$ cat src/hdl/shk_pkg.sv
// shared types and constants for the streaming key hasher
// no dependencies
`timescale 1ns / 1ps

package shk_pkg;

    localparam int HASH_W        = 32;
    localparam int LENGTH_BITS   = 16;
    localparam int COUNT_W       = 3;
    localparam int TABLE_BUCKETS = 79;
    localparam int BUCKET_W      = 7;

    localparam int IN_TDATA_W  = 56;
    localparam int OUT_TDATA_W = 40;

    localparam int QUEUE_DEPTH = 4;
    localparam int QPTR_W      = $clog2(QUEUE_DEPTH);
    localparam int QCNT_W      = $clog2(QUEUE_DEPTH + 1);

    // reciprocal for hash mod bucket count, estimate is low by at most one
    localparam int          BKT_SHIFT = $clog2(TABLE_BUCKETS) + 31;
    localparam int          QUOT_W    = 64 - BKT_SHIFT;
    localparam logic [63:0] BKT_RECIP_WIDE = (64'd1 << BKT_SHIFT) / TABLE_BUCKETS;
    localparam logic [31:0] BKT_RECIP = BKT_RECIP_WIDE[31:0];

    typedef struct packed {
        logic [HASH_W-1:0] hash;
        logic              mismatch;
    } shk_job_t;

    typedef struct packed {
        logic full;
        logic empty;
    } shk_qstat_t;

endpackage

$ cat src/hdl/shk_front.sv
// front end: accepts key words, runs the per-word mix and byte tally
// depends on shk_pkg
`timescale 1ns / 1ps

module shk_front
(
    input  logic                                    clk,
    input  logic                                    rst_n,
    input  logic                                    in_valid,
    output logic                                    in_ready,
    input  logic [shk_pkg::HASH_W-1:0]              word_bytes,
    input  logic [shk_pkg::COUNT_W-1:0]             byte_count,
    input  logic                                    first,
    input  logic                                    last,
    input  logic [shk_pkg::LENGTH_BITS-1:0]         total_length,
    input  shk_pkg::shk_qstat_t                     qstat,
    output logic                                    push,
    output shk_pkg::shk_job_t                       push_data
);
    import shk_pkg::*;

    logic [HASH_W-1:0]      hash_reg, hash_next;
    logic [LENGTH_BITS-1:0] seen_reg, seen_next;
    logic [LENGTH_BITS-1:0] decl_reg, decl_next;
    logic [2:0]             count_clamped;
    logic [HASH_W-1:0]      base_hash;
    logic [LENGTH_BITS-1:0] base_seen;
    logic [LENGTH_BITS:0]   seen_sum;
    logic                   accept;

    function automatic logic [HASH_W-1:0] mix_word(
        input logic [HASH_W-1:0] h,
        input logic [HASH_W-1:0] w,
        input logic [2:0]        n
    );
        logic [HASH_W-1:0] h1;
        logic [HASH_W-1:0] h2;
        logic [HASH_W-1:0] h3;
        logic [HASH_W-1:0] t;
        h1 = h;
        h2 = h;
        h3 = h;
        t  = '0;
        mix_word = h;
        case (n)
            3'd4:
            begin
                h1 = h + {16'b0, w[15:0]};
                t  = 32'({w[31:16], 11'b0}) ^ h1;
                h2 = (h1 << 16) ^ t;
                mix_word = h2 + (h2 >> 11);
            end
            3'd3:
            begin
                h1 = h + {16'b0, w[15:0]};
                h2 = h1 ^ (h1 << 16);
                h3 = h2 ^ 32'({w[23:16], 18'b0});
                mix_word = h3 + (h3 >> 11);
            end
            3'd2:
            begin
                h1 = h + {16'b0, w[15:0]};
                h2 = h1 ^ (h1 << 11);
                mix_word = h2 + (h2 >> 17);
            end
            3'd1:
            begin
                h1 = h + {24'b0, w[7:0]};
                h2 = h1 ^ (h1 << 10);
                mix_word = h2 + (h2 >> 1);
            end
            default:
            begin
                mix_word = h;
            end
        endcase
    endfunction

    assign in_ready = !qstat.full;
    assign accept   = in_valid && in_ready;

    always_comb
    begin
        count_clamped = (byte_count > 3'd4) ? 3'd4 : byte_count;
        base_hash     = first ? HASH_W'(total_length) : hash_reg;
        base_seen     = first ? '0 : seen_reg;
        decl_next     = first ? total_length : decl_reg;
        hash_next     = mix_word(base_hash, word_bytes, count_clamped);
        seen_sum      = {1'b0, base_seen} + (LENGTH_BITS + 1)'(count_clamped);
        seen_next     = seen_sum[LENGTH_BITS] ? '1 : seen_sum[LENGTH_BITS-1:0];
    end

    always_ff @(posedge clk or negedge rst_n)
    begin
        if (!rst_n)
        begin
            hash_reg <= '0;
            seen_reg <= '0;
            decl_reg <= '0;
        end
        else if (accept)
        begin
            hash_reg <= hash_next;
            seen_reg <= seen_next;
            decl_reg <= decl_next;
        end
    end

    assign push               = accept && last;
    assign push_data.hash     = hash_next;
    assign push_data.mismatch = (seen_next != decl_next);

`ifndef SYNTHESIS
    a_first_restarts_tally: assert property (@(posedge clk) disable iff (!rst_n)
        accept && first |=> seen_reg == LENGTH_BITS'($past(count_clamped)))
        else $error("tally not restarted on first word");
`endif

endmodule

$ cat src/hdl/shk_queue.sv
// short queue of finished running hashes between front and back end
// depends on shk_pkg
`timescale 1ns / 1ps

module shk_queue
(
    input  logic                clk,
    input  logic                rst_n,
    input  logic                push,
    input  shk_pkg::shk_job_t   push_data,
    input  logic                pop,
    output shk_pkg::shk_job_t   pop_data,
    output shk_pkg::shk_qstat_t qstat
);
    import shk_pkg::*;

    shk_job_t          mem_reg [QUEUE_DEPTH];
    logic [QPTR_W-1:0] wr_ptr_reg, wr_ptr_next;
    logic [QPTR_W-1:0] rd_ptr_reg, rd_ptr_next;
    logic [QCNT_W-1:0] count_reg, count_next;
    logic              do_push;
    logic              do_pop;

    assign qstat.full  = (count_reg == QCNT_W'(QUEUE_DEPTH));
    assign qstat.empty = (count_reg == '0);
    assign do_push     = push && !qstat.full;
    assign do_pop      = pop && !qstat.empty;
    assign pop_data    = mem_reg[rd_ptr_reg];

    always_comb
    begin
        wr_ptr_next = do_push ? QPTR_W'(wr_ptr_reg + 1'b1) : wr_ptr_reg;
        rd_ptr_next = do_pop ? QPTR_W'(rd_ptr_reg + 1'b1) : rd_ptr_reg;
        count_next  = count_reg;
        if (do_push && !do_pop)
        begin
            count_next = count_reg + 1'b1;
        end
        else if (do_pop && !do_push)
        begin
            count_next = count_reg - 1'b1;
        end
    end

    always_ff @(posedge clk)
    begin
        if (do_push)
        begin
            mem_reg[wr_ptr_reg] <= push_data;
        end
    end

    always_ff @(posedge clk or negedge rst_n)
    begin
        if (!rst_n)
        begin
            wr_ptr_reg <= '0;
            rd_ptr_reg <= '0;
            count_reg  <= '0;
        end
        else
        begin
            wr_ptr_reg <= wr_ptr_next;
            rd_ptr_reg <= rd_ptr_next;
            count_reg  <= count_next;
        end
    end

`ifndef SYNTHESIS
    a_no_push_when_full: assert property (@(posedge clk) disable iff (!rst_n)
        !(push && qstat.full))
        else $error("push into full queue");
    a_count_tracks_ptrs: assert property (@(posedge clk) disable iff (!rst_n)
        count_reg != '0 && count_reg != QCNT_W'(QUEUE_DEPTH) |->
        QPTR_W'(wr_ptr_reg - rd_ptr_reg) == QPTR_W'(count_reg))
        else $error("queue count out of step with pointers");
`endif

endmodule

$ cat src/hdl/shk_back.sv
// back end: avalanche, bucket selection by reciprocal multiply, output register
// depends on shk_pkg
`timescale 1ns / 1ps

module shk_back
(
    input  logic                              clk,
    input  logic                              rst_n,
    input  shk_pkg::shk_qstat_t               qstat,
    input  shk_pkg::shk_job_t                 pop_data,
    output logic                              pop,
    output logic                              out_valid,
    input  logic                              out_ready,
    output logic [shk_pkg::HASH_W-1:0]        hash_value,
    output logic [shk_pkg::BUCKET_W-1:0]      bucket,
    output logic                              length_mismatch
);
    import shk_pkg::*;

    logic                adv;

    logic                s1_valid_reg;
    logic [HASH_W-1:0]   s1_hash_reg, s1_hash_next;
    logic                s1_mis_reg;

    logic                s2_valid_reg;
    logic [HASH_W-1:0]   s2_hash_reg, s2_hash_next;
    logic                s2_mis_reg;

    logic                s3_valid_reg;
    logic [HASH_W-1:0]   s3_hash_reg;
    logic [QUOT_W-1:0]   s3_quot_reg, s3_quot_next;
    logic                s3_mis_reg;
    logic [63:0]         prod_wide;

    logic                s4_valid_reg;
    logic [HASH_W-1:0]   s4_hash_reg;
    logic [HASH_W-1:0]   s4_prod_reg, s4_prod_next;
    logic                s4_mis_reg;

    logic                out_valid_reg;
    logic [HASH_W-1:0]   out_hash_reg;
    logic [BUCKET_W-1:0] out_bucket_reg, out_bucket_next;
    logic                out_mis_reg;
    logic [HASH_W-1:0]   rem_diff;
    logic [HASH_W-1:0]   rem_fixed;

    logic [HASH_W-1:0]   a1, a2, a3, a4, a5;

    assign adv = !out_valid_reg || out_ready;
    assign pop = adv && !qstat.empty;

    // avalanche, first three steps
    always_comb
    begin
        a1           = pop_data.hash ^ (pop_data.hash << 3);
        a2           = a1 + (a1 >> 5);
        s1_hash_next = a2 ^ (a2 << 4);
    end

    // avalanche, last three steps
    always_comb
    begin
        a3           = s1_hash_reg + (s1_hash_reg >> 17);
        a4           = a3 ^ (a3 << 25);
        a5           = a4;
        s2_hash_next = a5 + (a5 >> 6);
    end

    assign prod_wide    = 64'(s2_hash_reg) * 64'(BKT_RECIP);
    assign s3_quot_next = prod_wide[63:BKT_SHIFT];
    assign s4_prod_next = HASH_W'(HASH_W'(s3_quot_reg) * HASH_W'(TABLE_BUCKETS));

    always_comb
    begin
        rem_diff  = s4_hash_reg - s4_prod_reg;
        rem_fixed = (rem_diff >= HASH_W'(TABLE_BUCKETS))
                    ? rem_diff - HASH_W'(TABLE_BUCKETS) : rem_diff;
        out_bucket_next = rem_fixed[BUCKET_W-1:0];
    end

    always_ff @(posedge clk or negedge rst_n)
    begin
        if (!rst_n)
        begin
            s1_valid_reg  <= 1'b0;
            s2_valid_reg  <= 1'b0;
            s3_valid_reg  <= 1'b0;
            s4_valid_reg  <= 1'b0;
            out_valid_reg <= 1'b0;
        end
        else if (adv)
        begin
            s1_valid_reg  <= pop;
            s2_valid_reg  <= s1_valid_reg;
            s3_valid_reg  <= s2_valid_reg;
            s4_valid_reg  <= s3_valid_reg;
            out_valid_reg <= s4_valid_reg;
        end
    end

    always_ff @(posedge clk)
    begin
        if (adv)
        begin
            s1_hash_reg    <= s1_hash_next;
            s1_mis_reg     <= pop_data.mismatch;
            s2_hash_reg    <= s2_hash_next;
            s2_mis_reg     <= s1_mis_reg;
            s3_hash_reg    <= s2_hash_reg;
            s3_quot_reg    <= s3_quot_next;
            s3_mis_reg     <= s2_mis_reg;
            s4_hash_reg    <= s3_hash_reg;
            s4_prod_reg    <= s4_prod_next;
            s4_mis_reg     <= s3_mis_reg;
            out_hash_reg   <= s4_hash_reg;
            out_bucket_reg <= out_bucket_next;
            out_mis_reg    <= s4_mis_reg;
        end
    end

    assign out_valid       = out_valid_reg;
    assign hash_value      = out_hash_reg;
    assign bucket          = out_bucket_reg;
    assign length_mismatch = out_mis_reg;

`ifndef SYNTHESIS
    a_result_from_pipe: assert property (@(posedge clk) disable iff (!rst_n)
        $rose(out_valid_reg) |-> $past(s4_valid_reg))
        else $error("result without a job in the last stage");
`endif

endmodule

$ cat src/hdl/superfasthash_key_hasher.sv
// top level of the streaming key hasher: front end, job queue, back end
// depends on shk_pkg, shk_front, shk_queue, shk_back
`timescale 1ns / 1ps

// usage
// - slave channel carries one key word per transaction, first byte in bits 7:0;
//   tuser marks the first word of a key, tlast the final word
// - the first word seeds the hash with the declared length; a final word of
//   one to three bytes takes the tail rule
// - master channel gives one transaction per key: hash, bucket (hash mod 79)
//   and a length mismatch flag in tuser
// - one word per cycle is taken while the queue is not full; the per-word mix
//   of the front end, looping through the running hash register, sets this rate
// - a finished key passes through the queue, stages s1 to s4 and the output register
// - a four-entry queue sits between the mix and the avalanche/bucket pipeline;
//   when the receiver stalls, the pipeline holds and the queue fills with
//   finished keys; once the queue is full s_axis_tready drops and every word
//   waits until an entry frees
// - reset clears the running hash, the byte tally, the declared length and
//   every valid flag; the block is ready right after reset
module superfasthash_key_hasher
(
    input  logic                               clk,
    input  logic                               rst_n,
    input  logic                               s_axis_tvalid,
    output logic                               s_axis_tready,
    // word_bytes[31:0], byte_count[34:32], total_length[50:35], zero pad
    input  logic [shk_pkg::IN_TDATA_W-1:0]     s_axis_tdata,
    input  logic                               s_axis_tlast,
    // first
    input  logic                               s_axis_tuser,
    output logic                               m_axis_tvalid,
    input  logic                               m_axis_tready,
    // hash_value[31:0], bucket[38:32], zero pad
    output logic [shk_pkg::OUT_TDATA_W-1:0]    m_axis_tdata,
    // length_mismatch
    output logic                               m_axis_tuser
);
    import shk_pkg::*;

    shk_qstat_t          qstat;
    shk_job_t            push_data;
    shk_job_t            pop_data;
    logic                push;
    logic                pop;
    logic [HASH_W-1:0]   hash_value;
    logic [BUCKET_W-1:0] bucket;

    shk_front u_front
    (
        .clk          (clk),
        .rst_n        (rst_n),
        .in_valid     (s_axis_tvalid),
        .in_ready     (s_axis_tready),
        .word_bytes   (s_axis_tdata[31:0]),
        .byte_count   (s_axis_tdata[34:32]),
        .first        (s_axis_tuser),
        .last         (s_axis_tlast),
        .total_length (s_axis_tdata[50:35]),
        .qstat        (qstat),
        .push         (push),
        .push_data    (push_data)
    );

    shk_queue u_queue
    (
        .clk       (clk),
        .rst_n     (rst_n),
        .push      (push),
        .push_data (push_data),
        .pop       (pop),
        .pop_data  (pop_data),
        .qstat     (qstat)
    );

    shk_back u_back
    (
        .clk             (clk),
        .rst_n           (rst_n),
        .qstat           (qstat),
        .pop_data        (pop_data),
        .pop             (pop),
        .out_valid       (m_axis_tvalid),
        .out_ready       (m_axis_tready),
        .hash_value      (hash_value),
        .bucket          (bucket),
        .length_mismatch (m_axis_tuser)
    );

    assign m_axis_tdata = {(OUT_TDATA_W - HASH_W - BUCKET_W)'(0), bucket, hash_value};

endmodule
$ cat config.mk
export PLATFORM = sky130hd
export DESIGN_NAME = superfasthash_key_hasher
export DESIGN_NICKNAME = d
export VERILOG_FILES = /design/src/hdl/shk_pkg.sv /design/src/hdl/shk_front.sv /design/src/hdl/shk_queue.sv /design/src/hdl/shk_back.sv /design/src/hdl/superfasthash_key_hasher.sv
export SDC_FILE = /design/constraint.sdc
export NUM_CORES = 2
export LEC_CHECK = 0
export ABC_AREA = 1
export BUFFER_PORTS_ARGS = -buffer_cell sky130_fd_sc_hd__buf_2
export CORE_AREA = 2 2 462 464
export DETAILED_ROUTE_END_ITERATION = 10
export DIE_AREA = 0 0 464 466
export SLEW_MARGIN = 15
export SYNTH_ARGS = -nofsm -noshare
export SYNTH_HDL_FRONTEND = slang
export SYNTH_HIERARCHICAL = 1
export SYNTH_SLANG_ARGS = --single-unit
$ cat constraint.sdc
create_clock -name clk -period 9.6 [get_ports clk]
set_clock_uncertainty 0.1 [all_clocks]
set_input_delay 1.92 -clock clk [delete_from_list [all_inputs] [get_ports clk]]
set_output_delay 1.92 -clock clk [all_outputs]
set_load 0.1 [all_outputs]
==> metrics <==
status finished clean; syn nets 7910; Hold Path Class reg2reg; Clock Sink Count 438; Final Hold Vio Count 0; vias per cell 4.621; Adder-Cell Fraction of Synth Area 0.3063; initial cell density of the core 0.2591; Main synth FF type edfxtp_1; Largest register FFs 132; Most Crowded Layer GR met2; # DRC 0; multi-input combinational cell area 36750 um2; GRT overflow 0; Max Fclk 121.9 MHz; placer congestion estimate 0.9851; syn_area_per_cell 8.101 um2; final setup violation count 0; CP endpoint kind flip-flop; Antenna Cells 0; Max Slew Vio Count 0; CP Class in2reg; DP HPWL 143.4 mm; Final Instance Count excl. Fillers 9739; RSZ-0062 raised after global routing no; placed cells 9648; TritonCTS Buffers 48; delay-heaviest family, CP simple AND/OR/NAND/NOR gates; Startpoint Class input pin; Tmin final 8.205 ns; CP bufs+invs 3; clk slew on worst S/H paths 0.06 ns; peak fanout along the critical path 32; antenna-violating nets left 0; clock root cell clkbuf_16; cts repair resizes 0; global-route usage over all layers 0.1562; Critical Path AT 8.50 ns; IO Count 105; Synth cell types 77; Crit path largest cell delay 0.75 ns; clock buffer depth 3; GR met3 Demand/Resource 0.01614; area added between synthesis and finish 10.26%; Clk Latency, worst-skew pair 0.65 ns; site row count 169; met2 usage 0.2758; XOR/XNOR Fraction of Synth Area 0.05453; MaxCap Viol Count 0; slowest CP cell o41ai_1; initial antenna violation count 2; Post-synth EDFFs 362; pin count of the biggest net entering global routing 163; worst-margin pin slew 1.185 ns; CP required 9.89 ns; drt total wl 170.2 mm; Synth Area in Simple Gates 0.2074; setup_tns 0 ns; Core Area 211200 um2; vias in the first global route 45739; fin area 60350 um2; via count 45004; Die Span Y 466 um; hold-fix buffer count after cts 0; # H-tree levels 2; DP Area 58730 um2; Post-Synthesis Cells 6756; global-route wire length before repair 263.6 mm; Fill cells 22736; Avg WL per Cell 17.48 um; Post-Syn Area 54730 um2; CTS tree yes; final worst path period share 0.8547; FF-to-FF setup slack 1.68 ns; M1 GR Usage 0.1994; Final nets 8032; 1st-pass router iterations 7; Die Area 216200 um2; Die X-Extent 464 um; main combinational cell family by area after synthesis adder cells; #FFs+latches synth 438; compound-cell area share of the yosys netlist 0.1026; relative slew slack 0.2018; sequential fraction of the synthesis area 0.2334; Port Buffers 98; most used cell, CP nand2_1; initial detailed-routing violation count 3215; post-synthesis mux area share 0; Register Area 12770 um2; Async SR Flop Fraction 0.1735; share of post-route cells with drive strength above 1 0.07560; number of setup buffers added after CTS 0; Ys Warns 6
==> worst paths after layout <==
path | from | to | cells past startpoint
hold / removal | u_back/s3_hash_reg[12] | u_back/s4_hash_reg[12] | 0
min in group asynchronous | rst_n | u_front/decl_reg[2] | 1
hold reg to reg | u_back/s3_hash_reg[12] | u_back/s4_hash_reg[12] | 0
max in group asynchronous | rst_n | u_front/hash_reg[24] | 2
setup reg to reg | u_back/s2_hash_reg[4] | u_back/s3_quot_reg[18] | 22
setup / recovery | s_axis_tuser | u_queue/mem_reg[3][27] | 32
==> synth_stat cells, types with 40 or more instances <==
master | n | area [um2]
nand2_2 | 63 | 394.1
ha_1 | 679 | 8496
o211ai_1 | 52 | 390.4
inv_1 | 1249 | 4688
nor2_1 | 400 | 1501
xnor2_1 | 89 | 779.5
xor2_1 | 238 | 2085
nand2_1 | 1491 | 5597
nand4_1 | 59 | 369.1
fa_1 | 413 | 8268
edfxtp_1 | 362 | 10870
nor2_2 | 44 | 275.3
a21oi_1 | 367 | 1837
nand3_1 | 314 | 1572
inv_2 | 46 | 172.7
dfrtp_1 | 76 | 1902
o21ai_0 | 299 | 1496
nor3_1 | 40 | 200.2
==> final cells by class <==
cell class | instances | share of cell area
clock inverters | 34 | 0.005951
inverters | 1298 | 0.08094
multi-input cells | 4955 | 0.6090
clock buffers | 56 | 0.02040
flip-flops and latches | 438 | 0.2116
repair buffers | 137 | 0.01356
well taps | 2821 | 0.05849
==> per-layer routing <==
layer	wire length (um)	up-vias
met5	0	-
met1	73870	21446
met3	8232	269
met4	5824	0
met2	82280	1191
li1	-	22098
==> metrics by stage <==
step / hold WS [ns] / util / worst slack [ns]
after floorplan: 0.3003 / - / 2.151
after CTS: 0.3186 / 0.2855 / 1.582
after global routing: 0.3258 / 0.2857 / 0.9060
after detailed placement: 0.3045 / 0.2780 / 0.9318
after global placement: 0.3018 / 0.2780 / 0.9834
final: 0.3183 / 0.2857 / 1.395
==> cells by family (layout without fill, tap and decap cells) <==
logic type	after synthesis	count (layout)
simple gates	2580	2580
buf+inv	1363	1525
fa+ha+maj	1092	1092
compound gates	949	949
flops	438	438
xor+xnor	333	333
other cells	1	1
==> placed cells by master (no fill, tap or decap), types with 10 or more instances in the layout <==
master,count
nand3_1,314
nor2_2,44
nand3b_1,20
a31oi_1,33
nand3_2,21
a21oi_2,10
o211ai_2,33
dfrtp_1,76
ha_1,679
o21bai_1,30
nand2_2,63
xnor2_1,89
clkbuf_16,48
buf_2,97
inv_2,46
fa_1,413
inv_1,1247
nor3_1,39
clkinv_1,14
nor2_4,17
o21ai_1,11
o21a_1,21
nor2_1,396
a21oi_1,367
o211ai_1,52
nand4_1,59
edfxtp_1,362
xor2_1,238
a21o_1,39
buf_4,38
nor4_1,20
nand2_4,10
nand2_1,1491
nor3_2,10
and3_1,10
or2_2,34
o21ai_0,299
Power is not shown: default switching activity piles up to over one toggle a cycle in this logic, so the estimate is an artifact.
